File: src/rtl/core/assert_macros.svh
// ----------------------------------------------------------------------------
// Assertion macros
// Shared wrappers for concurrent assertions on the clk/rst domain.
// ----------------------------------------------------------------------------
`ifndef ASSERT_MACROS_SVH
`define ASSERT_MACROS_SVH

// Checked only outside reset.
`define ASSERT_CLK_RST(label, prop, msg) \
  label: assert property (@(posedge clk) disable iff (rst) prop) else $error(msg);

// Checked at every edge, reset included.
`define ASSERT_CLK(label, prop, msg) \
  label: assert property (@(posedge clk) prop) else $error(msg);

`endif

File: src/rtl/core/nscf_pkg.sv
// ----------------------------------------------------------------------------
// NMEA sentence checksum filter package
// Character codes, field widths, status codes and the hex digit decoder.
// ----------------------------------------------------------------------------
package nscf_pkg;

  localparam int unsigned BYTE_W   = 8;
  localparam int unsigned TAG_W    = 40;
  localparam int unsigned STATUS_W = 2;
  localparam int unsigned OUT_W    = 32;
  localparam int unsigned CFG_IDX_W = 1;

  localparam logic [BYTE_W-1:0] CHAR_DOLLAR = 8'h24;
  localparam logic [BYTE_W-1:0] CHAR_STAR   = 8'h2A;

  localparam logic [TAG_W-1:0]  TAG_RESET     = 40'h4750524D43;  // "GPRMC"
  localparam logic [BYTE_W-1:0] MAX_LEN_RESET = 8'd127;

  typedef enum logic [CFG_IDX_W-1:0] {
    REG_TAG_CHARS  = 1'b0,
    REG_MAX_LENGTH = 1'b1
  } cfg_reg_t;

  typedef enum logic [STATUS_W-1:0] {
    ST_ACCEPTED  = 2'd0,
    ST_WRONG_TAG = 2'd1,
    ST_MISMATCH  = 2'd2,
    ST_TOO_LONG  = 2'd3
  } status_t;

  typedef enum logic [3:0] {
    PH_IDLE = 4'b0001,
    PH_BODY = 4'b0010,
    PH_HEX1 = 4'b0100,
    PH_HEX2 = 4'b1000
  } phase_t;

  typedef struct packed {
    logic       ok;
    logic [3:0] value;
  } hex_digit_t;

  // Decodes one ASCII hex digit; anything else reads as zero and not ok.
  function automatic hex_digit_t hex_decode(input logic [BYTE_W-1:0] c);
    hex_digit_t d;
    d.ok    = 1'b1;
    d.value = 4'd0;
    if (c >= 8'h30 && c <= 8'h39) begin
      d.value = c[3:0];
    end else if ((c >= 8'h41 && c <= 8'h46) || (c >= 8'h61 && c <= 8'h66)) begin
      d.value = c[3:0] + 4'd9;
    end else begin
      d.ok = 1'b0;
    end
    return d;
  endfunction

endpackage

File: src/rtl/core/nmea_sentence_checksum_filter_top.sv
// ----------------------------------------------------------------------------
// NMEA sentence checksum filter
// Checks tag, checksum and length of NMEA 0183 sentences in a byte stream.
// ----------------------------------------------------------------------------
// Received characters enter one per transaction on the slave stream, and the
// block takes one every clock cycle as long as the result register is free or
// is being emptied in the same cycle. A '$' opens a sentence and restarts any
// sentence in progress. The five characters after '$' are compared with the
// tag_chars register (first character in the top byte, "GPRMC" after reset),
// and every byte strictly between '$' and '*' is XORed into the running
// checksum. The two characters after '*' are decoded as a hex checksum in
// either case; a character that is not a hex digit counts as a mismatch.
// One result transaction follows the second checksum digit: status 0 for an
// accepted sentence, 1 for a wrong tag (this wins over a checksum error), 2
// for a checksum mismatch, together with both checksums and the length from
// '$' through the last digit. A sentence that would grow past max_length is
// dropped with status 3, the checksum so far, a received sum of zero and the
// length including the offending byte, saturated at 255. Bytes outside a
// sentence and '$' itself produce nothing. Each byte is handled by the
// sentence state machine, and its result sits in the output register in the
// cycle after the byte's transaction; the only stall comes from a result
// that the master side has not yet taken. Configuration writes take effect
// at the next clock edge and are meant to be made while no result is owed.
// ----------------------------------------------------------------------------
module nmea_sentence_checksum_filter_top (
  input  logic                         clk,
  input  logic                         rst,
  // Slave stream: tdata = rx_byte[7:0].
  input  logic                         s_tvalid,
  output logic                         s_tready,
  input  logic [nscf_pkg::BYTE_W-1:0]  s_tdata,
  // Master stream: tdata = status[1:0], computed_sum[9:2], received_sum[17:10],
  // sentence_length[25:18], zero[31:26].
  output logic                         m_tvalid,
  input  logic                         m_tready,
  output logic [nscf_pkg::OUT_W-1:0]   m_tdata,
  // Configuration write port.
  input  logic                         cfg_we,
  input  logic [nscf_pkg::CFG_IDX_W-1:0] cfg_index,
  input  logic [nscf_pkg::TAG_W-1:0]   cfg_data
);
  import nscf_pkg::*;

  // Configuration registers.
  logic [TAG_W-1:0]  tag_chars;
  logic [BYTE_W-1:0] max_length;

  // Sentence state.
  phase_t            phase, phase_next;
  logic [BYTE_W-1:0] running_xor, running_xor_next;
  logic [BYTE_W-1:0] byte_count, byte_count_next;
  logic              tag_match, tag_match_next;
  logic [3:0]        high_nibble, high_nibble_next;
  logic              hex_bad, hex_bad_next;

  // Result register.
  status_t           status;
  logic [BYTE_W-1:0] computed_sum;
  logic [BYTE_W-1:0] received_sum;
  logic [BYTE_W-1:0] sentence_length;

  // Per-byte combinational values.
  logic              accept;
  logic [BYTE_W:0]   count;
  logic              in_window;
  logic [BYTE_W-1:0] want;
  logic              tag_now;
  hex_digit_t        digit;
  logic              res_load;
  status_t           res_status;
  logic [BYTE_W-1:0] res_received;
  logic [BYTE_W-1:0] res_length;

  // The input side stalls only while an untaken result blocks the register.
  assign s_tready = !m_tvalid || m_tready;
  assign accept   = s_tvalid && s_tready;

  assign count = {1'b0, byte_count} + 9'd1;
  assign digit = hex_decode(s_tdata);

  // Tag window: sentence positions two through six, '$' being position one.
  always_comb begin
    in_window = 1'b1;
    case (count[2:0])
      3'd2:    want = tag_chars[39:32];
      3'd3:    want = tag_chars[31:24];
      3'd4:    want = tag_chars[23:16];
      3'd5:    want = tag_chars[15:8];
      3'd6:    want = tag_chars[7:0];
      default: begin
        want      = '0;
        in_window = 1'b0;
      end
    endcase
    if (count[BYTE_W:3] != '0) begin
      in_window = 1'b0;
    end
  end

  assign tag_now = tag_match && (!in_window || want == s_tdata);

  always_comb begin
    phase_next       = phase;
    running_xor_next = running_xor;
    byte_count_next  = byte_count;
    tag_match_next   = tag_match;
    high_nibble_next = high_nibble;
    hex_bad_next     = hex_bad;
    res_load         = 1'b0;
    res_status       = ST_ACCEPTED;
    res_received     = '0;
    res_length       = count[BYTE_W-1:0];

    if (accept) begin
      if (s_tdata == CHAR_DOLLAR) begin
        phase_next       = PH_BODY;
        running_xor_next = '0;
        byte_count_next  = 8'd1;
        tag_match_next   = 1'b1;
        high_nibble_next = '0;
        hex_bad_next     = 1'b0;
      end else if (phase != PH_IDLE) begin
        if (count > {1'b0, max_length}) begin
          // Too long: report and drop, length saturated to the field width.
          res_load   = 1'b1;
          res_status = ST_TOO_LONG;
          res_length = count[BYTE_W] ? 8'hFF : count[BYTE_W-1:0];
          phase_next = PH_IDLE;
        end else begin
          byte_count_next = count[BYTE_W-1:0];
          tag_match_next  = tag_now;
          case (phase)
            PH_BODY: begin
              if (s_tdata == CHAR_STAR) begin
                phase_next = PH_HEX1;
              end else begin
                running_xor_next = running_xor ^ s_tdata;
              end
            end
            PH_HEX1: begin
              high_nibble_next = digit.value;
              hex_bad_next     = hex_bad || !digit.ok;
              phase_next       = PH_HEX2;
            end
            PH_HEX2: begin
              hex_bad_next = hex_bad || !digit.ok;
              res_load     = 1'b1;
              res_received = {high_nibble, digit.value};
              if (!tag_now) begin
                res_status = ST_WRONG_TAG;
              end else if (hex_bad_next || res_received != running_xor) begin
                res_status = ST_MISMATCH;
              end else begin
                res_status = ST_ACCEPTED;
              end
              phase_next = PH_IDLE;
            end
            default: begin
              phase_next = PH_IDLE;
            end
          endcase
        end
      end
    end
  end

  always_ff @(posedge clk) begin
    if (rst) begin
      tag_chars   <= TAG_RESET;
      max_length  <= MAX_LEN_RESET;
      phase       <= PH_IDLE;
      running_xor <= '0;
      byte_count  <= '0;
      tag_match   <= 1'b1;
      high_nibble <= '0;
      hex_bad     <= 1'b0;
      m_tvalid    <= 1'b0;
    end else begin
      if (cfg_we) begin
        case (cfg_reg_t'(cfg_index))
          REG_TAG_CHARS:  tag_chars  <= cfg_data;
          REG_MAX_LENGTH: max_length <= cfg_data[BYTE_W-1:0];
          default: ;
        endcase
      end
      phase       <= phase_next;
      running_xor <= running_xor_next;
      byte_count  <= byte_count_next;
      tag_match   <= tag_match_next;
      high_nibble <= high_nibble_next;
      hex_bad     <= hex_bad_next;
      if (s_tready) begin
        m_tvalid <= res_load;
      end
    end
  end

  // Result payload carries no reset.
  always_ff @(posedge clk) begin
    if (res_load) begin
      status          <= res_status;
      computed_sum    <= running_xor;
      received_sum    <= res_received;
      sentence_length <= res_length;
    end
  end

  assign m_tdata = {6'd0, sentence_length, received_sum, computed_sum, status};

  `include "assert_macros.svh"

  // An accepted sentence must carry matching checksums.
  `ASSERT_CLK_RST(a_accepted_sums_match,
    m_tvalid && status == ST_ACCEPTED |-> computed_sum == received_sum,
    "accepted result with differing checksums")

  // A dropped sentence never reports a decoded checksum.
  `ASSERT_CLK_RST(a_too_long_no_rx_sum,
    m_tvalid && status == ST_TOO_LONG |-> received_sum == '0,
    "too-long result with nonzero received checksum")

  // A dollar always opens a fresh sentence at position one.
  `ASSERT_CLK_RST(a_dollar_restarts,
    accept && s_tdata == CHAR_DOLLAR |=> phase == PH_BODY && byte_count == 8'd1,
    "dollar did not restart the sentence")

  // Outside a sentence, other bytes leave the block idle and give no result.
  `ASSERT_CLK_RST(a_idle_ignores,
    accept && phase == PH_IDLE && s_tdata != CHAR_DOLLAR |=> phase == PH_IDLE && !m_tvalid,
    "byte outside a sentence changed state or produced a result")

endmodule

File: config.mk
export PLATFORM = sky130hd
export DESIGN_NAME = nmea_sentence_checksum_filter_top
export DESIGN_NICKNAME = d
export VERILOG_FILES = /design/src/rtl/core/nscf_pkg.sv /design/src/rtl/core/nmea_sentence_checksum_filter_top.sv
export VERILOG_INCLUDE_DIRS = /design/src /design/src/rtl/core
export SDC_FILE = /design/constraint.sdc
export NUM_CORES = 1
export LEC_CHECK = 0
export BUFFER_PORTS_ARGS = -buffer_cell sky130_fd_sc_hd__buf_2
export CORE_UTILIZATION = 35
export DETAILED_ROUTE_END_ITERATION = 8
export GPL_TIMING_DRIVEN = 0
export HOLD_SLACK_MARGIN = 0.15
export PLACE_DENSITY = 0.63
export SLEW_MARGIN = 20
export SYNTH_ARGS = -nofsm -noshare
export SYNTH_HDL_FRONTEND = slang
export SYNTH_SLANG_ARGS = --single-unit
File: constraint.sdc
create_clock -name clk -period 4.2 [get_ports clk]
set_input_delay 0.21 -clock clk [delete_from_list [all_inputs] [get_ports clk]]
set_output_delay 0.21 -clock clk [all_outputs]
set_load 0.005 [all_outputs]
Yosys cells after proc, flatten, opt, wreduce, memory -nomap -nowiden
Index checks and enable logic that the tools add are counted.
Widths: inputs -> output; s select.
{"block": "classes", "add_sub_neg": 2, "n_mul": 0, "div": 0, "order_cmp": 7, "n_eq_ne": 16, "n_shift": 0, "n_mux": 45, "n_bitwise": 5, "reduce_logical": 29}
{"cell": "$mux 8", "n": 13}
{"cell": "$mux 4", "n": 10}
{"cell": "$pmux 8 s5", "n": 1}
{"cell": "$eq 8x6->1 const B", "n": 2}
{"cell": "$ge 8x7->1 const B", "n": 2}
{"cell": "$le 8x7->1 const B", "n": 2}
{"cell": "$mux 1", "n": 16}
{"cell": "$reduce_or 5->1", "n": 2}
{"cell": "$add 8x1->9 const B", "n": 1}
{"cell": "$eq 3x3->1 const B", "n": 3}
{"cell": "$gt 9x8->1", "n": 1}
{"cell": "$eq 8x8->1", "n": 1}
{"cell": "$ge 8x6->1 const B", "n": 1}
{"cell": "$le 8x6->1 const B", "n": 1}
{"cell": "$mux 2", "n": 4}
{"cell": "$ne 8x8->1", "n": 1}
{"cell": "$pmux 4 s2", "n": 1}
{"cell": "$reduce_and 4->1", "n": 2}
{"cell": "$reduce_bool 2->1", "n": 4}
{"cell": "$xor 8x8->8", "n": 1}
{"cell": "$eq 3x2->1 const B", "n": 2}
{"cell": "$reduce_and 3->1", "n": 2}
{"cell": "$reduce_bool 6->1", "n": 1}
{"cell": "$logic_and 1x1->1", "n": 5}
{"cell": "other kinds (14)", "n": 25}
{"block": "totals", "reg_bits": 101, "latch_bits": 0, "ramBits": 0, "romBits": 0, "input_bits": 54, "elab_cells": 117, "n_memories": 0}

Logic depth before layout (Yosys ltp)
Gate-level depths: netlist of run 1.
{"block": "depth", "word_depth": 12, "ltp_mapped": 14}

Worst setup path before layout of run 1
No wires, ideal clock.
{"block": "synth_path", "path_type": "reg2reg", "startpoint": "register byte_count[0]", "endpoint": "register phase[0]", "setup_time_ns": 0.122, "arrival_time_ns": 3.222, "t_required_ns": 4.078, "setup_slack_ns": 0.856, "stages_incl_launch_ff": 11, "path_buffers": 0, "synth_period_minus_slack_ns": 3.344, "cell_sequence": "dfxtp_1 > ha_1 > nand3_1 > or3_1 > nand2_1 > ha_1 > a2111oi_0 > o221ai_1 > a21o_2 > or4_1 > a311o_1"}
{"block": "synth_between", "elab_chain_len": 5, "word_cells_on_any_way": 7}
{"item": "start, declared", "line_no": "nmea_sentence_checksum_filter_top.sv:51", "text": "logic [BYTE_W-1:0] byte_count, byte_count_next;"}
{"item": "start signal, assigned", "line_no": "nmea_sentence_checksum_filter_top.sv:188", "text": "byte_count <= byte_count_next;"}
{"item": "$add 8x1->9 (*)", "line_no": "nmea_sentence_checksum_filter_top.sv:78", "text": "assign count = {1'b0, byte_count} + 9'd1;"}
{"item": "$gt 9x8->1 (*)", "line_no": "nmea_sentence_checksum_filter_top.sv:123", "text": "if (count > {1'b0, max_length}) begin"}
{"item": "$mux 4", "line_no": "nmea_sentence_checksum_filter_top.sv:123"}
{"item": "$mux 4", "line_no": "nmea_sentence_checksum_filter_top.sv:122", "text": "end else if (phase != PH_IDLE) begin"}
{"item": "$mux 4", "line_no": "nmea_sentence_checksum_filter_top.sv:115", "text": "if (s_tdata == CHAR_DOLLAR) begin"}
{"item": "end signal, assigned", "line_no": "nmea_sentence_checksum_filter_top.sv:186", "text": "phase <= phase_next;"}
{"item": "end, declared", "line_no": "nmea_sentence_checksum_filter_top.sv:49", "text": "phase_t phase, phase_next;"}
Mark *: on every way between the ends. The rest lies on a longest branch, timed or not. The select of a mux whose other input is x is not followed.
A chain may end at the register's enable or synchronous reset.

Final worst setup path of run 1
{"block": "layout_path", "startpoint": "register byte_count[1]", "endpoint": "register sentence_length[2], enable pin"}
{"block": "layout_between", "elab_chain_len": 6}
{"item": "$add 8x1->9", "line_no": "nmea_sentence_checksum_filter_top.sv:78"}
{"item": "$gt 9x8->1", "line_no": "nmea_sentence_checksum_filter_top.sv:123"}
{"item": "$mux 1", "line_no": "nmea_sentence_checksum_filter_top.sv:123"}
{"item": "$mux 1", "line_no": "nmea_sentence_checksum_filter_top.sv:122"}
{"item": "$mux 1", "line_no": "nmea_sentence_checksum_filter_top.sv:115"}
{"item": "$mux 1", "line_no": "nmea_sentence_checksum_filter_top.sv:114", "text": "if (accept) begin"}
{"item": "net res_load", "line_no": "nmea_sentence_checksum_filter_top.sv:69", "text": "logic res_load;"}
{"item": "end signal, assigned", "line_no": "nmea_sentence_checksum_filter_top.sv:204", "text": "sentence_length <= res_length;"}
{"item": "end, declared", "line_no": "nmea_sentence_checksum_filter_top.sv:60", "text": "logic [BYTE_W-1:0] sentence_length;"}
The timed path passes the listed nets, and every way through them passes these cells.

==> metrics, run 1 <==
status=finished clean; GRT Util Overall=19.3%; top-count cell post-synth=nand2_1; Fmax=0.258 GHz; num rows=43; Post-Syn Area per Cell=8.86 µm²; Hold Crit Class=input port to register; CTS clock-pin slew for the worst setup and hold paths=0.07 ns; CP Max Fanout=13; XOR/XNOR share of the synthesized area=3.58%; drt pass-1 iters=8; WS Path Type=register to register; Compound-Gate Fraction of Synth Area=15.2%; post-synthesis sequential area ratio=44.8%; hold path cells=3; largest net degree at the start of global routing=27; synth cell count leaders=115 x nand2_1, 75 x dfxtp_1, 40 x a21oi_1; CP startpoint kind=register; worst endpoint required time=4.22 ns; Post-synth ARST share=0%; main combinational cell family by area after synthesis=simple AND/OR/NAND/NOR gates; mux contribution to synthesized area=2.43%; post-synthesis cell type count=66; Skew-Pair Late Insertion Delay=0.36 ns; core area=0.0140 mm²; Simple-Gate Fraction of Synth Area=24.4%; Post-Synthesis Cells=575; largest cells by area after synthesis=dfxtp_1 29%, edfxtp_1 15%, nand2_1 8.5%; drt drc=0; worst vdd ir=220 µV; Final setup violation count=0; Clock Skew=0.00871 ns; Final Max Slew Viols=0; WL/cell=15.4 µm; nets=789; clock buffer depth=2; initial antenna violation count=0; die area=0.0150 mm²; final WL=13900 µm; dpl ws=0.0594 ns; Leak=2.78 nW; largest area contributor in the netlist=dfxtp_1; path depth of the worst reg2reg path=11; Synth Area in Adders=4.42%; die height=123 µm; worst slew pin tran=0.942 ns; dominant synthesized flop cell=dfxtp_1; Yosys reg bits=101; Initial Util=36.3%; n_diodes=0; Sum Neg Setup Slack=0 ns; first-pass GRT wire length=22400 µm; PortBufs=79; share of the synthesized area in the top cell type=29.5%; fin crit period=3.87 ns; Synth Warn #=0; worst rel slew slack=36.3%; CTS tree=done; Starting DRT DRC Count=257; share of cells above drive strength 1=17.9%; final core utilization=46.5%; Pwr per Cell Area=326 mW/mm²; mapped cell area=0.00510 mm²; root buffer cell=clkbuf_16; routability cong.=0.853; Post-DP HPWL=10100 µm; CTS H-tree lvls=3; DR vias/cell=5.21; I/O Pins=88; Num CTS Buffers=9; vias in the first global route=4591; Hold Slack=0.206 ns; max cap viols=0; Total Power=2.13 mW; Final period util=92.1%; Post-synth EDFFs=26; via count=4700; setup ws final=0.330 ns; critical path endpoint category=register; P&R area growth vs syn=28.0%; final hold vios=0; CP arrival=3.89 ns; chip width=123 µm; GRT overflow=0; Sinks on Clock Net=101; DRT antenna net count=0
## critical path: stages (launching register included)
cell and delay (ns):
dfxtp_1 0.43, ha_1 0.29, nand3_1 0.18, or3_1 0.42
nand2_1 0.10, ha_1 0.25, a2111oi_0 0.42, o221ai_1 0.34
a21oi_2 0.36, nand2_1 0.12, nand2_1 0.25, clkinvlp_4 0.36
## cell usage in the layout (no fill, tap or decap), types with 6 or more instances in the layout
master           n
nor2_1          35
mux2i_1          9
buf_4           13
clkbuf_16        9
buf_2           81
inv_1           22
and3_1          13
nand4_1          7
nand3_1         19
a211oi_1         6
nand2b_1         6
ha_1            18
a211o_1          7
dlygate4sd3_1   40
conb_1           6
nand3b_1        18
xor2_1          14
a22oi_1         11
o21ai_0          8
a21oi_1         40
and2_1           8
nand2_1        115
clkbuf_1        22
edfxtp_1        26
dfxtp_1         74
## repair_timing
| item | CTS | global route |
|---|---|---|
| setup endpoints to repair | 0 | 28 |
| buffers inserted | 0 | 6 |
| hold buffers | 39 | 1 |
| resized for setup | 0 | 4 |
| endpoints found under the hold margin | 40 | 1 |
## cell families (layout without fill, tap and decap cells)
group	count (synthesis)	after routing
XOR/XNOR	20	20
adder cells (fa/ha/maj)	18	18
other	1	6
flip-flops	101	101
multiplexers	11	11
buffers and inverters	58	200
AND/OR/NAND/NOR	254	254
AO/OA/AOI/OAI	112	112
## sequential cells by signal (all words and copies together), names as in the netlist
register	flops
byte_count	8
phase	4
computed_sum	8
high_nibble	4
tag_chars	40
sentence_length	8
tag_match	1
max_length	8
received_sum	8
hex_bad	1
status	2
m_tvalid	1
running_xor	8
## final timing paths
kind / slack [ns] / start / to
setup reg to reg: 0.33 / byte_count[1] / sentence_length[2]
setup / recovery: 0.33 / byte_count[1] / sentence_length[2]
hold reg to reg: 0.46 / tag_chars[24] / tag_chars[24]
hold / removal: 0.21 / m_tready / m_tvalid
## metrics by stage
stage | area [µm²] | std cells
floorplan | 5110 | 580
finish | 6530 | 902
detailed placement | 5740 | 839
global placement | 5740 | 839
CTS | 6450 | 894
global route | 6530 | 902
## report_power, final
part,switching (mW),internal (mW)
clock network,0.374,0.541
logic,0.0926,0.0862
registers,0.0163,1.02
total,0.483,1.65
## routing by layer
metal	track usage, %	share of wire, %	vias to the layer above
li1	-	-	2314
met1	23.3	43	2201
met2	33.7	49	159
met3	3.49	5.1	26
met4	7.85	2.3	0
met5	0	0	-
## final cells by class
cell class                 count  area [µm²]
clock inverter                 5        82.6
sequential                   101        2280
buffer                        34         171
timing repair inverter         1        7.51
inverter                      24        93.8
clock buffer                  11         243
tap                          180         225
fill                        1335        7520
timing repair buffer         125         841
multi-input combinational    421        2580
(Power assumes the default switching activity.)
==> run 2: changes to the inputs <==
Settings changed: CTS_BUF_LIST from default to sky130_fd_sc_hd__clkbuf_2, RECOVER_POWER from default to 50.
==> metrics, run 2 (synthesis results as in run 1) <==
status=finished clean; drt drc=0 (unchanged); PortBufs=79 (unchanged); largest net degree at the start of global routing=18 (-33%); CTS clock-pin slew for the worst setup and hold paths=0.27 ns (+0.20 ns); nets=806 (+2.2%); multi-input logic area=0.00257 mm² (-0.24%); Starting DRT DRC Count=219 (-15%); setup ws final=0.353 ns (+0.0224 ns); critical path's largest stage delay=0.50 ns (+0.07 ns); Hold Crit Class=input port to register; drt pass-1 iters=5 (-3); WL/cell=15.1 µm (-1.5%); Placed Area=0.00574 mm² (unchanged); Post-DP HPWL=10100 µm (unchanged); Sequential Power Share=58.8% (+10 points); P&R area growth vs syn=27.2%; Num CTS Buffers=9 (unchanged); num rows=43 (unchanged); GRT Util Overall=19.3% (about the same); Pwr per Cell Area=272 mW/mm² (-17%); cell mode on critical path=nand2_1; Total Power=1.76 mW (-17%); most common cell after layout, fill and taps aside=nand2_1; n_diodes=0 (unchanged); Pint=1.32 mW (-20%); final hold vios=0 (unchanged); WS Path Type=register to register; root buffer cell=clkbuf_2; FILL cells=1358 (+1.7%); Final period util=91.6% (-0.53 points); critical path endpoint category=register; Psw=0.444 mW (-8.1%); CP arrival=4.17 ns (+0.28 ns); CTS H-tree lvls=3 (unchanged); CTS tree=done; Switching Fraction=25.2% (+2.5 points); Clock Power Share=30.2% (-13 points); max cap viols=0 (unchanged); I/O Pins=88 (unchanged); vias in the first global route=4684 (+2.0%); DRT antenna net count=0 (unchanged); Hold Slack=0.271 ns (+0.0646 ns); Skew-Pair Late Insertion Delay=0.61 ns (+0.25 ns); register area=0.00228 mm² (unchanged); GRT overflow=0 (unchanged); RSZ-0062 raised after global routing=false; die area=0.0150 mm² (unchanged); most frequent cells in the layout=115 x nand2_1, 74 x dfxtp_1, 64 x buf_2; worst endpoint required time=4.52 ns (+0.30 ns); worst rel slew slack=33.4% (-2.9 points); routability cong.=0.853 (unchanged); dpl ws=0.0594 ns (unchanged); Initial Util=36.3% (unchanged); CP max-delay cell=dfxtp_1; chip width=123 µm (unchanged); cell family with most CP delay=compound AO/OA/AOI/OAI gates; Leak=2.71 nW (-2.3%); initial antenna violation count=0 (unchanged); max reg flops=40 (unchanged); via count=4756 (+1.2%); Logic pwr share=11.0% (+2.6 points); Sum Neg Setup Slack=0 ns (unchanged); critical-path cell list=ha_1, nand3_1, or3_1, nand2_1, ha_1, a2111oi_0, o221ai_1, a21oi_2, nand2_1, nand2_1, clkinvlp_4; R2R Path Start=byte_count[1]; core area=0.0140 mm² (unchanged); Sinks on Clock Net=101 (unchanged); Final Max Slew Viols=0 (unchanged); DR vias/cell=5.18 (-0.68%); WP buf/inv=1 (unchanged); worst vdd ir=211 µV (-4.1%); CP Max Fanout=13 (unchanged); fin crit period=3.85 ns (-0.0224 ns); CP startpoint kind=register; Fmax=0.260 GHz (+0.58%); Post-Layout Inst Area=0.00648 mm² (-0.63%); first-pass GRT wire length=22500 µm (+0.80%); crit path launch=byte_count[1]; Clock Skew=0.0329 ns (+0.0242 ns); HP Start=cfg_index; clock buffer depth=2 (unchanged); Final setup violation count=0 (unchanged); register bank with the most flops=tag_chars; die height=123 µm (unchanged); share of cells above drive strength 1=14.9% (-3.0 points); worst slew pin tran=0.984 ns (+0.0429 ns); final WL=13900 µm (+0.32%)
run 2: area by class of cell:
type | instances | area share, %
repair inverters | 1 | 0.116
clock inverters | 6 | 1.33
multi-input cells | 421 | 39.7
plain buffers | 34 | 2.64
well taps | 180 | 3.47
repair buffers | 142 | 15.3
inverters | 24 | 1.45
flip-flops and latches | 101 | 35.2
clock buffers | 10 | 0.772
run 2: path summary, 6_finish.rpt:
kind / end / slack [ns] / cells after the start
hold reg to reg: tag_chars[24] / 0.47 / 2
setup / recovery: received_sum[1] / 0.35 / 11
setup reg to reg: received_sum[1] / 0.35 / 11
hold / removal: max_length[5] / 0.27 / 4
run 2: power by group through the flow:
stage	Combinational (mW)	Sequential [mW]	Clock, mW
floorplan	0.0901	1.05	0
global placement	0.143	1.05	0
detailed placement	0.148	1.06	0
CTS	0.191	1.04	0.542
global route	0.215	1.04	0.576
finish	0.193	1.04	0.532
run 2: layer usage:
layer	vias up	part of all wire, %	GRT usage, %
met3	21	4.9	3.53
met2	147	49	33.7
met1	2245	45	23.6
met4	0	2.0	6.78
li1	2343	-	-
met5	-	0	0
run 2: worst register-to-register path: stages (launching register included):
cell	delay, ns
dfxtp_1	0.50
ha_1	0.29
nand3_1	0.19
or3_1	0.43
nand2_1	0.11
ha_1	0.25
a2111oi_0	0.42
o221ai_1	0.34
a21oi_2	0.37
nand2_1	0.12
nand2_1	0.22
clkinvlp_4	0.33
run 2: what timing repair did:
item | 4_1_cts | 5_1_grt
buffers inserted | 0 | 4
endpoints found under the setup margin | 20 | 31
endpoints found under the hold margin | 62 | 0
hold buffers | 59 | 0
cloned | 1 | 0
pin swaps | 0 | 1
gates resized for setup | 2 | 1
run 2: metrics by stage:
step                      utilization [%]  cells
final                                46.2    919
after global placement               40.8    839
after CTS                            46.1    915
after global routing                 46.2    919
after floorplan                         -    580
after detailed placement             40.8    839
==> run 3: changes to the inputs <==
Clock period 4.2 ns to 4 ns, I/O delays scaled along.
==> metrics, run 3 (synthesis results as in run 1) <==
CP max-delay cell=a2111oi_0; fin crit period=3.78 ns (-0.0627 ns); Skew-Pair Late Insertion Delay=0.61 ns (about the same); Leak=2.72 nW (+0.33%); GRT overflow=0 (unchanged); final hold vios=0 (unchanged); critical path endpoint category=register; Fmax=0.264 GHz (+1.7%); WP buf/inv=0 (-1); die area=0.0150 mm² (unchanged); initial antenna violation count=0 (unchanged); vias in the first global route=4680 (-0.085%); CTS H-tree lvls=3 (unchanged); Pwr per Cell Area=284 mW/mm² (+4.5%); dpl cells=839 (unchanged); I/O Pins=88 (unchanged); worst min-delay path endpoint=max_length[5]; drt drc=0 (unchanged); status=finished clean; Hold Crit Class=input port to register; Sinks on Clock Net=101 (unchanged); num rows=43 (unchanged); Final Max Slew Viols=0 (unchanged); CTS clock-pin slew for the worst setup and hold paths=0.26 ns (about the same); die height=123 µm (unchanged); R2R Path Start=byte_count[1]; CTS tree=done; FILL cells=1358 (unchanged); Hold Slack=0.263 ns (-0.00776 ns); routability cong.=0.853 (unchanged); clock buffer depth=2 (unchanged); most common cell after layout, fill and taps aside=nand2_1; DRT antenna net count=0 (unchanged); PortBufs=79 (unchanged); worst vdd ir=220 µV (+4.6%); hold path cells=4 (unchanged); DR vias/cell=5.18 (+0.19%); n_diodes=0 (unchanged); share of cells above drive strength 1=15.3% (+0.39 points); register bank with the most flops=tag_chars; critical path's largest stage delay=0.52 ns (+0.02 ns); chip width=123 µm (unchanged); Post-Layout Cell Count=920 (+0.11%); max cap viols=0 (unchanged); Post-DP HPWL=10100 µm (unchanged); register area=0.00228 mm² (unchanged); Total Power=1.85 mW (+4.9%); multi-input logic area=0.00259 mm² (+0.68%); Num CTS Buffers=9 (unchanged); Final period util=94.6% (+3.0 points); Clock Skew=0.0347 ns (+0.00176 ns); reg-to-reg endpoint=phase[0]; cell family with most CP delay=compound AO/OA/AOI/OAI gates; RSZ-0062 raised after global routing=false; dpl ws=-0.141 ns (-0.200 ns); root buffer cell=clkbuf_2; reg-to-reg setup timing slack=0.22 ns (-0.14 ns); WL/cell=15.2 µm (+0.44%); critical-path cell list=ha_1, nand3_1, or3_1, nand2_1, ha_1, a2111oi_0, o221ai_2, a21o_2, or4_1, a311o_1; final core utilization=46.4% (+0.18 points); max reg flops=40 (unchanged); CP Max Fanout=6 (-7); drt pass-1 iters=5 (unchanged); P&R area growth vs syn=27.7%; CP arrival=4.29 ns (+0.12 ns); first-pass GRT wire length=22600 µm (+0.15%); nets=807 (+0.12%); Final setup violation count=0 (unchanged); setup ws final=0.215 ns (-0.137 ns); Starting DRT DRC Count=231 (+5.5%); GRT Util Overall=19.3% (+0.030 points); core area=0.0140 mm² (unchanged); cell mode on critical path=ha_1; final WL=14000 µm (+0.55%); HP Start=cfg_index; crit path launch=byte_count[1]; Initial Util=36.3% (unchanged); worst slew pin tran=0.939 ns (-0.0455 ns); path depth of the worst reg2reg path=10 (-1); via count=4770 (+0.29%); worst endpoint required time=4.50 ns (-0.02 ns); most frequent cells in the layout=115 x nand2_1, 74 x dfxtp_1, 64 x buf_2; worst rel slew slack=36.5% (+3.1 points); WS Path Type=register to register; largest net degree at the start of global routing=18 (unchanged); CP startpoint kind=register
-- run 3: layout make-up --
type,instances,area share [%]
Inverter,24,1.44
Tap cell,180,3.46
Buffer,34,2.63
Timing Repair inverter,1,0.115
Timing Repair Buffer,143,15.4
Clock inverter,6,1.33
Sequential cell,101,35.1
Clock buffer,10,0.769
Multi-Input combinational cell,421,39.8
-- run 3: tightest hold or removal path, cell delays in order --
cell	delay, ns
buf_2	0.09
clkbuf_1	0.28
and3_1	0.20
a211o_1	0.09
-- run 3: metrics by stage --
stage	setup TNS (ns)	cell area, µm²
2_1_floorplan	0	5110
3_3_place_gp	-0.432	5740
3_5_place_dp	-3.62	5740
4_1_cts	0	6480
5_1_grt	0	6510
6_report	0	6510
-- run 3: power by group --
group | switching (mW) | internal (mW) | total [mW] | leakage [nW]
Clock | 0.348 | 0.210 | 0.557 | 0.0805
Combinational | 0.100 | 0.104 | 0.204 | 1.81
Sequential | 0.0171 | 1.07 | 1.09 | 0.834
Total | 0.465 | 1.39 | 1.85 | 2.72
-- run 3: metal layers --
layer | global-route usage (%) | wire, µm
met5 | 0 | 0
met1 | 23.6 | 6180
met3 | 3.53 | 696
met2 | 34.0 | 6880
met4 | 6.40 | 236
-- run 3: worst max path at each step --
stage                     slack [ns]  cells past startpoint               to
after floorplan                 0.66                     10         phase[0]
after global placement         -0.02                     11  computed_sum[1]
after detailed placement       -0.14                     11  computed_sum[1]
after CTS                       0.11                     11    byte_count[2]
after global routing           0.003                     10         phase[0]
final                           0.22                     10         phase[0]
-- run 3: repair_timing --
item / in CTS / in global routing
cloned: 1 / 0
hold buffers: 59 / 0
setup endpoints to repair: 28 / 40
buffers inserted: 1 / 4
gates resized for setup: 3 / 3
hold endpoints to repair: 63 / 0
pin swaps: 1 / 0
